==> src/frrs_pkg.sv <==
// types, codes and helpers of the flood relay retransmit scheduler
package frrs_pkg;

   localparam logic [3:0] MAX_REPEATS = 4'd8;

   localparam logic [1:0] OP_START   = 2'd0;
   localparam logic [1:0] OP_ATTEMPT = 2'd1;
   localparam logic [1:0] OP_REBASE  = 2'd2;

   localparam logic [1:0] OUTCOME_ACCEPTED = 2'd0;
   localparam logic [1:0] OUTCOME_BUSY     = 2'd1;

   localparam logic [2:0] ST_COMPLETE   = 3'd0;
   localparam logic [2:0] ST_SENT       = 3'd1;
   localparam logic [2:0] ST_AGAIN      = 3'd2;
   localparam logic [2:0] ST_WAITING    = 3'd3;
   localparam logic [2:0] ST_TIMEOUT    = 3'd4;
   localparam logic [2:0] ST_INVALID    = 3'd5;
   localparam logic [2:0] ST_SEND_ERROR = 3'd6;

   localparam logic [1:0] CSR_REPEAT_LIMIT = 2'd0;
   localparam logic [1:0] CSR_INTERVAL     = 2'd1;
   localparam logic [1:0] CSR_BACKOFF_MIN  = 2'd2;
   localparam logic [1:0] CSR_BACKOFF_MAX  = 2'd3;

   typedef enum logic [1:0] {
      S_IDLE,
      S_DECIDE,
      S_BACKOFF,
      S_RESP
   } ctl_state_type;

   typedef enum logic [1:0] {
      B_IDLE,
      B_DOUBLE,
      B_WINDOW,
      B_DIVIDE
   } bo_state_type;

   typedef struct packed {
      logic        start;
      logic [7:0]  step;
      logic [31:0] rnd;
   } bo_req_type;

   typedef struct packed {
      logic        done;
      logic [16:0] value;
   } bo_rsp_type;

   // t has reached mark under wrapping time
   function automatic logic reached(input logic [31:0] t, input logic [31:0] mark);
      logic [31:0] diff;
      diff = t - mark;
      return ~diff[31];
   endfunction

   function automatic logic [7:0] sat_inc8(input logic [7:0] c);
      return (c == 8'hFF) ? c : c + 8'd1;
   endfunction

   function automatic logic [31:0] clamp_due(input logic [31:0] d, input logic [31:0] dl,
                                             input logic on);
      return (on && reached(d, dl)) ? dl : d;
   endfunction

endpackage

==> src/frrs_if.sv <==
// request and response channel interfaces
interface frrs_req_if;
   logic        valid;
   logic        ready;
   logic [1:0]  op;
   logic [31:0] now_ms;
   logic [31:0] time_a;
   logic        flag_a;
   logic [31:0] time_b;
   logic        flag_b;
   logic [31:0] cutoff_ms;
   logic        deadline_valid;
   logic        hold_off;
   logic        channel_quiet;
   logic [31:0] jitter_seed;
   logic [1:0]  send_outcome;

   modport source (output valid, op, now_ms, time_a, flag_a, time_b, flag_b, cutoff_ms,
                   deadline_valid, hold_off, channel_quiet, jitter_seed, send_outcome,
                   input ready);
   modport sink (input valid, op, now_ms, time_a, flag_a, time_b, flag_b, cutoff_ms,
                 deadline_valid, hold_off, channel_quiet, jitter_seed, send_outcome,
                 output ready);
endinterface

interface frrs_rsp_if;
   logic        valid;
   logic        ready;
   logic [2:0]  status;
   logic        send_issued;
   logic [31:0] attempt_age_ms;
   logic [7:0]  send_total;
   logic [7:0]  defer_total;
   logic [7:0]  skip_total;
   logic [31:0] next_due_ms;

   modport source (output valid, status, send_issued, attempt_age_ms, send_total,
                   defer_total, skip_total, next_due_ms, input ready);
   modport sink (input valid, status, send_issued, attempt_age_ms, send_total,
                 defer_total, skip_total, next_due_ms, output ready);
endinterface

==> src/frrs_backoff.sv <==
// iterative backoff unit: doubling sequence then bit-serial jitter remainder
module frrs_backoff
   import frrs_pkg::*;
(
   input  logic        clock,
   input  logic        reset,
   input  bo_req_type  req,
   input  logic [15:0] backoff_min,
   input  logic [15:0] backoff_max,
   output bo_rsp_type  rsp
);

   bo_state_type state_ff, state_in;
   logic [15:0] base_ff, base_in;
   logic [7:0]  cnt_ff, cnt_in;
   logic [7:0]  step_ff, step_in;
   logic [15:0] rem_ff, rem_in;
   logic [31:0] quo_ff, quo_in;
   logic [15:0] div_ff, div_in;
   logic [4:0]  bit_ff, bit_in;
   logic        done_ff, done_in;
   logic [16:0] value_ff, value_in;

   logic [15:0] capped;
   logic [15:0] win;
   logic [16:0] trial;
   logic [15:0] rem_next;

   always_ff @(posedge clock) begin
      if (reset) begin
         state_ff <= B_IDLE;
         done_ff  <= 1'b0;
      end else begin
         state_ff <= state_in;
         done_ff  <= done_in;
      end
      base_ff  <= base_in;
      cnt_ff   <= cnt_in;
      step_ff  <= step_in;
      rem_ff   <= rem_in;
      quo_ff   <= quo_in;
      div_ff   <= div_in;
      bit_ff   <= bit_in;
      value_ff <= value_in;
   end

   always_comb begin
      state_in = state_ff;
      base_in  = base_ff;
      cnt_in   = cnt_ff;
      step_in  = step_ff;
      rem_in   = rem_ff;
      quo_in   = quo_ff;
      div_in   = div_ff;
      bit_in   = bit_ff;
      done_in  = 1'b0;
      value_in = value_ff;
      capped   = (base_ff > backoff_max) ? backoff_max : base_ff;
      win      = backoff_max - capped;
      if (win >= capped) begin
         win = capped - 16'd1;
      end
      trial    = {rem_ff, quo_ff[31]};
      rem_next = (trial >= {1'b0, div_ff}) ? 16'(trial - {1'b0, div_ff}) : trial[15:0];
      unique case (state_ff)
         B_IDLE: begin
            if (req.start) begin
               base_in  = backoff_min;
               cnt_in   = 8'd0;
               step_in  = req.step;
               quo_in   = req.rnd;
               state_in = B_DOUBLE;
            end
         end
         B_DOUBLE: begin
            priority if (cnt_ff == step_ff) begin
               state_in = B_WINDOW;
            end else if (base_ff >= (backoff_max >> 1)) begin
               base_in  = backoff_max;
               state_in = B_WINDOW;
            end else if (base_ff == 16'd0) begin
               // doubling zero goes nowhere
               state_in = B_WINDOW;
            end else begin
               base_in = base_ff << 1;
               cnt_in  = cnt_ff + 8'd1;
            end
         end
         B_WINDOW: begin
            priority if (capped == 16'd0) begin
               value_in = 17'd0;
               done_in  = 1'b1;
               state_in = B_IDLE;
            end else if (win == 16'd0) begin
               value_in = {1'b0, capped};
               done_in  = 1'b1;
               state_in = B_IDLE;
            end else begin
               base_in  = capped;
               div_in   = win + 16'd1;
               rem_in   = 16'd0;
               bit_in   = 5'd0;
               state_in = B_DIVIDE;
            end
         end
         B_DIVIDE: begin
            rem_in = rem_next;
            quo_in = quo_ff << 1;
            bit_in = bit_ff + 5'd1;
            if (bit_ff == 5'd31) begin
               value_in = {1'b0, base_ff} + {1'b0, rem_next};
               done_in  = 1'b1;
               state_in = B_IDLE;
            end
         end
         default: state_in = B_IDLE;
      endcase
   end

   assign rsp.done  = done_ff;
   assign rsp.value = value_ff;

endmodule

==> src/flood_relay_retransmit_scheduler_unit.sv <==
// flood relay retransmit scheduler: one message's repeated transmissions
//
// req carries one item per handshake (valid and ready high at a clock edge):
// start, attempt or rebase, plus the sampled time, defer, quiet, random
// and send-outcome inputs. rsp returns exactly one result item per request.
// csr_* writes the four configuration registers; the user must write them
// only while the block is idle, which the block itself does not enforce.
// Start, rebase and most attempts pass from idle through decide to resp;
// an attempt that backs off first runs the shared backoff unit, which doubles
// the base step by step, forms the window and takes a 32-bit bit-serial remainder.
// One item is in work at a time; req.ready is high only in the idle state,
// so a new item is taken only once the last one has reached the output register.
// The result sits in an output register, so the next item may be taken
// while rsp waits; if rsp stalls, a finished item holds until it drains.
// Synchronous reset clears the control state, timing, counters and rsp valid
// to zero and loads the register defaults (limit 8, interval 100, backoff 10 to 1000).
module flood_relay_retransmit_scheduler_unit
   import frrs_pkg::*;
(
   input  logic        clock,
   input  logic        reset,
   frrs_req_if.sink    req,
   frrs_rsp_if.source  rsp,
   input  logic        csr_write_enable,
   input  logic [1:0]  csr_index,
   input  logic [15:0] csr_write_data
);

   ctl_state_type state_ff, state_in;

   logic [3:0]  limit_ff;
   logic [15:0] interval_ff, bmin_ff, bmax_ff;

   logic [31:0] due_ff, due_in;
   logic [31:0] origin_ff, origin_in;
   logic [31:0] dl_ff, dl_in;
   logic        dl_on_ff, dl_on_in;
   logic        started_ff, started_in;
   logic        finished_ff, finished_in;
   logic [3:0]  opp_ff, opp_in;
   logic [7:0]  step_ff, step_in;
   logic [7:0]  sends_ff, sends_in;
   logic [7:0]  defers_ff, defers_in;
   logic [7:0]  busy_ff, busy_in;

   // latched item
   logic [1:0]  op_ff;
   logic [31:0] now_ff, ta_ff, tb_ff, dlm_ff, rnd_ff;
   logic        fa_ff, fb_ff, dlv_ff, defer_ff, quiet_ff;
   logic [1:0]  outcome_ff;

   logic [2:0]  status_ff, status_in;
   logic        issued_ff, issued_in;
   logic [31:0] age_ff, age_in;

   logic        rsp_valid_ff, rsp_valid_in;
   logic [2:0]  rsp_status_ff;
   logic        rsp_issued_ff;
   logic [31:0] rsp_age_ff, rsp_due_ff;
   logic [7:0]  rsp_sent_ff, rsp_def_ff, rsp_busy_ff;
   logic        rsp_load;

   bo_req_type  bo_req;
   bo_rsp_type  bo_rsp;

   logic [31:0] elapsed;
   logic [32:0] age_sum;
   logic [31:0] due_sent;
   logic [3:0]  opp_sent;
   logic        accept;

   assign accept = req.valid && req.ready;

   frrs_backoff u_backoff (
      .clock       (clock),
      .reset       (reset),
      .req         (bo_req),
      .backoff_min (bmin_ff),
      .backoff_max (bmax_ff),
      .rsp         (bo_rsp)
   );

   always_ff @(posedge clock) begin
      if (reset) begin
         limit_ff    <= 4'd8;
         interval_ff <= 16'd100;
         bmin_ff     <= 16'd10;
         bmax_ff     <= 16'd1000;
      end else if (csr_write_enable) begin
         unique case (csr_index)
            CSR_REPEAT_LIMIT: limit_ff    <= csr_write_data[3:0];
            CSR_INTERVAL:     interval_ff <= csr_write_data;
            CSR_BACKOFF_MIN:  bmin_ff     <= csr_write_data;
            CSR_BACKOFF_MAX:  bmax_ff     <= csr_write_data;
            default: ;
         endcase
      end
   end

   always_ff @(posedge clock) begin
      if (reset) begin
         state_ff     <= S_IDLE;
         due_ff       <= 32'd0;
         origin_ff    <= 32'd0;
         dl_ff        <= 32'd0;
         dl_on_ff     <= 1'b0;
         started_ff   <= 1'b0;
         finished_ff  <= 1'b0;
         opp_ff       <= 4'd0;
         step_ff      <= 8'd0;
         sends_ff     <= 8'd0;
         defers_ff    <= 8'd0;
         busy_ff      <= 8'd0;
         rsp_valid_ff <= 1'b0;
      end else begin
         state_ff     <= state_in;
         due_ff       <= due_in;
         origin_ff    <= origin_in;
         dl_ff        <= dl_in;
         dl_on_ff     <= dl_on_in;
         started_ff   <= started_in;
         finished_ff  <= finished_in;
         opp_ff       <= opp_in;
         step_ff      <= step_in;
         sends_ff     <= sends_in;
         defers_ff    <= defers_in;
         busy_ff      <= busy_in;
         rsp_valid_ff <= rsp_valid_in;
      end
   end

   always_ff @(posedge clock) begin
      if (accept) begin
         op_ff      <= req.op;
         now_ff     <= req.now_ms;
         ta_ff      <= req.time_a;
         fa_ff      <= req.flag_a;
         tb_ff      <= req.time_b;
         fb_ff      <= req.flag_b;
         dlm_ff     <= req.cutoff_ms;
         dlv_ff     <= req.deadline_valid;
         defer_ff   <= req.hold_off;
         quiet_ff   <= req.channel_quiet;
         rnd_ff     <= req.jitter_seed;
         outcome_ff <= req.send_outcome;
      end
      status_ff <= status_in;
      issued_ff <= issued_in;
      age_ff    <= age_in;
      if (rsp_load) begin
         rsp_status_ff <= status_ff;
         rsp_issued_ff <= issued_ff;
         rsp_age_ff    <= age_ff;
         rsp_sent_ff   <= sends_ff;
         rsp_def_ff    <= defers_ff;
         rsp_busy_ff   <= busy_ff;
         rsp_due_ff    <= due_ff;
      end
   end

   always_comb begin
      state_in     = state_ff;
      due_in       = due_ff;
      origin_in    = origin_ff;
      dl_in        = dl_ff;
      dl_on_in     = dl_on_ff;
      started_in   = started_ff;
      finished_in  = finished_ff;
      opp_in       = opp_ff;
      step_in      = step_ff;
      sends_in     = sends_ff;
      defers_in    = defers_ff;
      busy_in      = busy_ff;
      status_in    = status_ff;
      issued_in    = issued_ff;
      age_in       = age_ff;
      bo_req.start = 1'b0;
      bo_req.step  = step_ff;
      bo_req.rnd   = rnd_ff;
      rsp_load     = 1'b0;
      rsp_valid_in = rsp_valid_ff && !rsp.ready;

      elapsed  = now_ff - origin_ff;
      age_sum  = {1'b0, ta_ff} + {1'b0, elapsed};
      due_sent = clamp_due(now_ff + {16'd0, interval_ff}, dl_ff, dl_on_ff);
      opp_sent = opp_ff + 4'd1;

      unique case (state_ff)
         S_IDLE: begin
            if (accept) begin
               state_in = S_DECIDE;
            end
         end
         S_DECIDE: begin
            state_in  = S_RESP;
            issued_in = 1'b0;
            age_in    = 32'd0;
            status_in = ST_INVALID;
            if (op_ff == OP_START) begin
               due_in      = fa_ff ? ta_ff : now_ff;
               origin_in   = fb_ff ? tb_ff : (fa_ff ? ta_ff : now_ff);
               dl_in       = dlm_ff;
               dl_on_in    = dlv_ff;
               started_in  = 1'b1;
               finished_in = 1'b0;
               opp_in      = 4'd0;
               step_in     = 8'd0;
               sends_in    = 8'd0;
               defers_in   = 8'd0;
               busy_in     = 8'd0;
               status_in   = ST_WAITING;
            end else if (op_ff == OP_REBASE) begin
               if (started_ff && !finished_ff) begin
                  due_in    = due_ff + ta_ff;
                  status_in = ST_WAITING;
               end
            end else if (op_ff == OP_ATTEMPT) begin
               priority if (!started_ff || limit_ff == 4'd0 || limit_ff > MAX_REPEATS ||
                            interval_ff == 16'd0) begin
                  status_in = ST_INVALID;
               end else if (finished_ff) begin
                  status_in = (sends_ff != 8'd0) ? ST_COMPLETE : ST_AGAIN;
               end else if (dl_on_ff && reached(now_ff, dl_ff)) begin
                  status_in = ST_TIMEOUT;
               end else if (opp_ff >= limit_ff) begin
                  finished_in = 1'b1;
                  status_in   = (sends_ff != 8'd0) ? ST_COMPLETE : ST_AGAIN;
               end else if (defer_ff) begin
                  defers_in = sat_inc8(defers_ff);
                  status_in = ST_AGAIN;
               end else if (!reached(now_ff, due_ff)) begin
                  status_in = (dl_on_ff && reached(due_ff, dl_ff)) ? ST_TIMEOUT : ST_WAITING;
               end else if (!quiet_ff) begin
                  bo_req.start = 1'b1;
                  state_in     = S_BACKOFF;
               end else begin
                  issued_in = 1'b1;
                  age_in    = age_sum[32] ? 32'hFFFF_FFFF : age_sum[31:0];
                  priority if (outcome_ff == OUTCOME_BUSY) begin
                     bo_req.start = 1'b1;
                     state_in     = S_BACKOFF;
                  end else if (outcome_ff != OUTCOME_ACCEPTED) begin
                     status_in = ST_SEND_ERROR;
                  end else begin
                     opp_in   = opp_sent;
                     sends_in = sat_inc8(sends_ff);
                     step_in  = 8'd0;
                     due_in   = due_sent;
                     priority if (opp_sent >= limit_ff) begin
                        finished_in = 1'b1;
                        status_in   = ST_COMPLETE;
                     end else if (dl_on_ff && reached(due_sent, dl_ff)) begin
                        status_in = ST_TIMEOUT;
                     end else begin
                        status_in = ST_SENT;
                     end
                  end
               end
            end
         end
         S_BACKOFF: begin
            if (bo_rsp.done) begin
               busy_in   = sat_inc8(busy_ff);
               due_in    = clamp_due(now_ff + {15'd0, bo_rsp.value}, dl_ff, dl_on_ff);
               step_in   = sat_inc8(step_ff);
               status_in = ST_AGAIN;
               state_in  = S_RESP;
            end
         end
         S_RESP: begin
            // wait for the output register to drain
            if (!rsp_valid_ff || rsp.ready) begin
               rsp_load     = 1'b1;
               rsp_valid_in = 1'b1;
               state_in     = S_IDLE;
            end
         end
         default: state_in = S_IDLE;
      endcase
   end

   assign req.ready          = (state_ff == S_IDLE);
   assign rsp.valid          = rsp_valid_ff;
   assign rsp.status         = rsp_status_ff;
   assign rsp.send_issued    = rsp_issued_ff;
   assign rsp.attempt_age_ms = rsp_age_ff;
   assign rsp.send_total     = rsp_sent_ff;
   assign rsp.defer_total    = rsp_def_ff;
   assign rsp.skip_total     = rsp_busy_ff;
   assign rsp.next_due_ms    = rsp_due_ff;

endmodule

==> src/flat_wrapper.sv <==
// flat-port wrapper written by rule: the top's interface ports become plain ports
module flood_relay_retransmit_scheduler_unit_flat import frrs_pkg::*;
  (clock, reset, csr_write_enable, csr_index, csr_write_data, req_valid, req_op, req_now_ms, req_time_a, req_flag_a, req_time_b, req_flag_b, req_cutoff_ms, req_deadline_valid, req_hold_off, req_channel_quiet, req_jitter_seed, req_send_outcome, req_ready, rsp_valid, rsp_status, rsp_send_issued, rsp_attempt_age_ms, rsp_send_total, rsp_defer_total, rsp_skip_total, rsp_next_due_ms, rsp_ready);
  frrs_req_if req_i ();
  frrs_rsp_if rsp_i ();
  input  logic clock;
  input  logic reset;
  input  logic csr_write_enable;
  input  logic [1:0] csr_index;
  input  logic [15:0] csr_write_data;
  input wire logic [$bits(req_i.valid)-1:0] req_valid;
  input wire logic [$bits(req_i.op)-1:0] req_op;
  input wire logic [$bits(req_i.now_ms)-1:0] req_now_ms;
  input wire logic [$bits(req_i.time_a)-1:0] req_time_a;
  input wire logic [$bits(req_i.flag_a)-1:0] req_flag_a;
  input wire logic [$bits(req_i.time_b)-1:0] req_time_b;
  input wire logic [$bits(req_i.flag_b)-1:0] req_flag_b;
  input wire logic [$bits(req_i.cutoff_ms)-1:0] req_cutoff_ms;
  input wire logic [$bits(req_i.deadline_valid)-1:0] req_deadline_valid;
  input wire logic [$bits(req_i.hold_off)-1:0] req_hold_off;
  input wire logic [$bits(req_i.channel_quiet)-1:0] req_channel_quiet;
  input wire logic [$bits(req_i.jitter_seed)-1:0] req_jitter_seed;
  input wire logic [$bits(req_i.send_outcome)-1:0] req_send_outcome;
  output wire logic [$bits(req_i.ready)-1:0] req_ready;
  output wire logic [$bits(rsp_i.valid)-1:0] rsp_valid;
  output wire logic [$bits(rsp_i.status)-1:0] rsp_status;
  output wire logic [$bits(rsp_i.send_issued)-1:0] rsp_send_issued;
  output wire logic [$bits(rsp_i.attempt_age_ms)-1:0] rsp_attempt_age_ms;
  output wire logic [$bits(rsp_i.send_total)-1:0] rsp_send_total;
  output wire logic [$bits(rsp_i.defer_total)-1:0] rsp_defer_total;
  output wire logic [$bits(rsp_i.skip_total)-1:0] rsp_skip_total;
  output wire logic [$bits(rsp_i.next_due_ms)-1:0] rsp_next_due_ms;
  input wire logic [$bits(rsp_i.ready)-1:0] rsp_ready;
  assign req_i.valid = req_valid;
  assign req_i.op = req_op;
  assign req_i.now_ms = req_now_ms;
  assign req_i.time_a = req_time_a;
  assign req_i.flag_a = req_flag_a;
  assign req_i.time_b = req_time_b;
  assign req_i.flag_b = req_flag_b;
  assign req_i.cutoff_ms = req_cutoff_ms;
  assign req_i.deadline_valid = req_deadline_valid;
  assign req_i.hold_off = req_hold_off;
  assign req_i.channel_quiet = req_channel_quiet;
  assign req_i.jitter_seed = req_jitter_seed;
  assign req_i.send_outcome = req_send_outcome;
  assign req_ready = req_i.ready;
  assign rsp_valid = rsp_i.valid;
  assign rsp_status = rsp_i.status;
  assign rsp_send_issued = rsp_i.send_issued;
  assign rsp_attempt_age_ms = rsp_i.attempt_age_ms;
  assign rsp_send_total = rsp_i.send_total;
  assign rsp_defer_total = rsp_i.defer_total;
  assign rsp_skip_total = rsp_i.skip_total;
  assign rsp_next_due_ms = rsp_i.next_due_ms;
  assign rsp_i.ready = rsp_ready;
  flood_relay_retransmit_scheduler_unit u_core (.clock(clock), .reset(reset), .req(req_i), .rsp(rsp_i), .csr_write_enable(csr_write_enable), .csr_index(csr_index), .csr_write_data(csr_write_data));
endmodule
==> config.mk <==
export PLATFORM = sky130hd
export DESIGN_NAME = flood_relay_retransmit_scheduler_unit_flat
export DESIGN_NICKNAME = d
export VERILOG_FILES = /design/src/frrs_pkg.sv /design/src/frrs_if.sv /design/src/frrs_backoff.sv /design/src/flood_relay_retransmit_scheduler_unit.sv /design/src/flat_wrapper.sv
export SDC_FILE = /design/constraint.sdc
export NUM_CORES = 2
export LEC_CHECK = 0
export BUFFER_PORTS_ARGS = -buffer_cell sky130_fd_sc_hd__clkbuf_2
export CAP_MARGIN = 20
export CORE_ASPECT_RATIO = 1.75
export CORE_MARGIN = 4
export CORE_UTILIZATION = 62
export DETAILED_ROUTE_END_ITERATION = 10
export PLACE_DENSITY = 0.8
export SYNTH_ARGS = -nofsm -noshare
export SYNTH_HDL_FRONTEND = slang
export SYNTH_SLANG_ARGS = --single-unit
==> constraint.sdc <==
create_clock -name clock -period 10.8 [get_ports clock]
set_input_delay 1.08 -clock clock [delete_from_list [all_inputs] [get_ports clock]]
set_output_delay 1.08 -clock clock [all_outputs]
set_load 0.05 [all_outputs]
==> impl_metrics.json <==
{
  "postCtsHoldBufs": 0,
  "grt_usage": 0.368,
  "drt_iter0_markers": 2507,
  "ant_nets": 0,
  "power.density_nw_per_um2": 262,
  "clock-sinks": 608,
  "worst_pin_slew_ns": 1.17,
  "ys.flop_type": "edfxtp_1",
  "cap_violations": 0,
  "area_delta_synth_final_pct": 10.5,
  "die-area_um2": 68800,
  "fin_util": 0.694,
  "cts_tree": "yes",
  "end_kind": "flop",
  "wl_per_cell_um": 24.8,
  "syn_area_per_cell_um2": 9.59,
  "worst_ep_arrival_time_ns": 9.83,
  "seq_area_frac_synth": 0.408,
  "crit_required_ns": 11.18,
  "status": "finished, final reports clean",
  "cp_slowest_cell": "nor3_2",
  "yosys-top-cells-area": "edfxtp_1 (31%), ha_1 (13%), dfxtp_1 (9.7%)",
  "grt_max_degree": 72,
  "io_buffers": 285,
  "h-tree-depth": 2,
  "drc_errors": 0,
  "cts_setup_buffers": 0,
  "vias_per_cell": 6.49,
  "root_buffer": "clkbuf_16",
  "vias": 34200,
  "grt_pass1_vias": 34100,
  "min_from": "u_core.age_ff[11]$_SDFFCE_PP0P_",
  "clkLatencyLatePin_ns": 0.64,
  "numCtsBuffers": 55,
  "synth_edf_count": 415,
  "finalSetupTns_ns": 0,
  "muxShareOfSynthArea": 0.0345,
  "grt_antenna_before_repair": 4,
  "ys_seq_elements": 608,
  "placed_area_um2": 42300,
  "die_h_um": 344,
  "multi_input_area_um2": 22400,
  "crit_path_start_kind": "flop",
  "finalMaxSlewViolations": 0,
  "place_congestion": 1.12,
  "synth-xor-area-share": 0.0536,
  "ys_types": 98,
  "rsz0062_at_grt": "no",
  "slowest_delay_ns": 0.73,
  "row_count": 122,
  "fillers": 5019,
  "clockBufferDepth": 3,
  "cts_resized": 0,
  "drive_gt1_frac": 0.124,
  "worst_clock_skew_ns": 0.0144,
  "clock.fmax_mhz": 106,
  "cpLargestDelayFamily": "compound AO/OA/AOI/OAI gates",
  "syn_area_um2": 40000,
  "yosys_warnings": 0,
  "final_cells": 5271,
  "mostFrequentLayoutCells": "a21oi_1 (445), nand2_1 (436), ha_1 (428)",
  "finalCriticalPeriod_ns": 9.45,
  "synth_simple_gate_area_frac": 0.144,
  "r2r_start": "u_core.now_ff[0]$_DFFE_PP_",
  "seq_area_um2": 16300,
  "dp_hpwl_um": 102000,
  "placedCellCount": 5166,
  "clk_pin_slew_ns": 0.07,
  "synth_top_family_by_area": "compound AO/OA/AOI/OAI gates",
  "grt_pass1_wl_um": 193000,
  "synth_area_leader_cell": "edfxtp_1",
  "path_class": "flop to flop",
  "syn_nets": 4799,
  "syn_inst": 4168,
  "setup_viol": 0,
  "async_reset_ff_frac": 0,
  "max_slew_margin": 0.209,
  "cp-startpoint": "u_core.now_ff[0]$_DFFE_PP_",
  "synth_top_area_share": 0.312,
  "final_area_um2": 44200,
  "hold_path_class": "flop to flop",
  "min_period_over_period": 0.875,
  "vdd_drop_max_v": 0.000172,
  "synth_compound_area_frac": 0.187,
  "path_common_cell": "a21o_1",
  "hold_violations": 0,
  "totalWireLength_um": 131000,
  "dieWidth_um": 200,
  "start_util": 0.628,
  "final_common_cell": "a21oi_1",
  "overflow": 0,
  "num_io_pins": 286,
  "fin_nets": 5049,
  "coreArea_um2": 63700,
  "synth_fa_ha_area_frac": 0.139,
  "p_leak_uw": 0.0176,
  "critical_path.max_fanout": 30,
  "drt-pass1-iter-count": 5,
  "path_buf_inv": 0
}
==> worst register-to-register path: cells and delay by family, from the launching register on <==
kind                       cells  cell delay, ns
adders and majority gates      4            1.30
DFF                            1            0.45
xor gates and xnor gates       2            0.43
and+or+nand+nor                6            1.76
AOI/OAI and AO/OA             18            4.80
muxes                          1            0.49
==> power breakdown <==
part | total [µW] | internal [µW] | switching, µW
Combinational | 6080 | 2280 | 3810
Clock | 2050 | 1160 | 890
Sequential | 3430 | 3030 | 400
==> layer usage <==
| metal | vias to the layer above | track usage | part of all wire |
|---|---|---|---|
| li1 | 16000 | - | - |
| met1 | 16100 | 0.377 | 0.34 |
| met4 | 6 | 0.315 | 0.11 |
| met5 | - | 0 | 0.00030 |
| met3 | 555 | 0.0522 | 0.062 |
| met2 | 1583 | 0.647 | 0.49 |
==> cell usage after synthesis (40+ instances only) <==
cell type,instances
nand2_1,437
inv_1,205
edfxtp_1,415
o21ai_0,212
nor2b_1,40
nand4_1,66
mux2_2,59
a21o_1,133
a21oi_1,445
ha_1,431
nor3_1,95
xor2_1,92
nand3_1,96
dfxtp_1,193
o21a_1,40
clkbuf_1,117
xnor2_1,151
mux2i_1,65
o211ai_1,56
nor2_1,265
==> area by class of cell <==
| class | count | area share |
|---|---|---|
| diodes | 1 | 0.0000566 |
| clock buffers | 70 | 0.0343 |
| well taps | 806 | 0.0228 |
| repair buffers | 341 | 0.0418 |
| inverters | 207 | 0.0176 |
| flip-flops and latches | 608 | 0.369 |
| multi-input cells | 3205 | 0.506 |
| clock inverters | 33 | 0.00815 |
==> stage by stage <==
stage / power, µW / worst slack (ns) / hold slack (ns)
final: 11600 / 1.35 / 0.416
after global routing: 12200 / 0.921 / 0.422
after CTS: 11500 / 1.68 / 0.419
after detailed placement: 9370 / 1.66 / 0.405
after global placement: 9290 / 1.77 / 0.401
after floorplan: 7650 / 1.30 / 0.400
==> registers in the layout, summed over array words and instances (netlist names), 17 cells and up <==
| name | cells |
|---|---|
| u_core.tb_ff | 32 |
| u_core.rsp.attempt_age_ms | 32 |
| u_core.now_ff | 32 |
| u_core.origin_ff | 32 |
| u_core.dlm_ff | 32 |
| u_core.u_backoff.value_ff | 17 |
| u_core.rnd_ff | 32 |
| u_core.age_ff | 32 |
| u_core.due_ff | 32 |
| u_core.rsp.next_due_ms | 32 |
| u_core.u_backoff.quo_ff | 32 |
| u_core.dl_ff | 32 |
| u_core.ta_ff | 32 |
==> cell families (layout without fill, tap and decap cells) <==
group | after synthesis | count (layout)
simple gates | 1217 | 1217
compound gates | 1176 | 1176
flops | 608 | 608
fa+ha+maj | 439 | 439
buf+inv | 355 | 651
xor+xnor | 244 | 244
mux | 129 | 129
other cells | 0 | 1
==> worst paths after layout <==
check | to | cells after the start | slack [ns]
min | u_core.rsp.attempt_age_ms[11]$_DFFE_PP_ | 0 | 0.42
max reg2reg | u_core.status_ff[2]$_SDFFCE_PP0P_ | 31 | 1.35
max | u_core.status_ff[2]$_SDFFCE_PP0P_ | 31 | 1.35
min reg2reg | u_core.rsp.attempt_age_ms[11]$_DFFE_PP_ | 0 | 0.42
(Power assumes the default switching activity.)
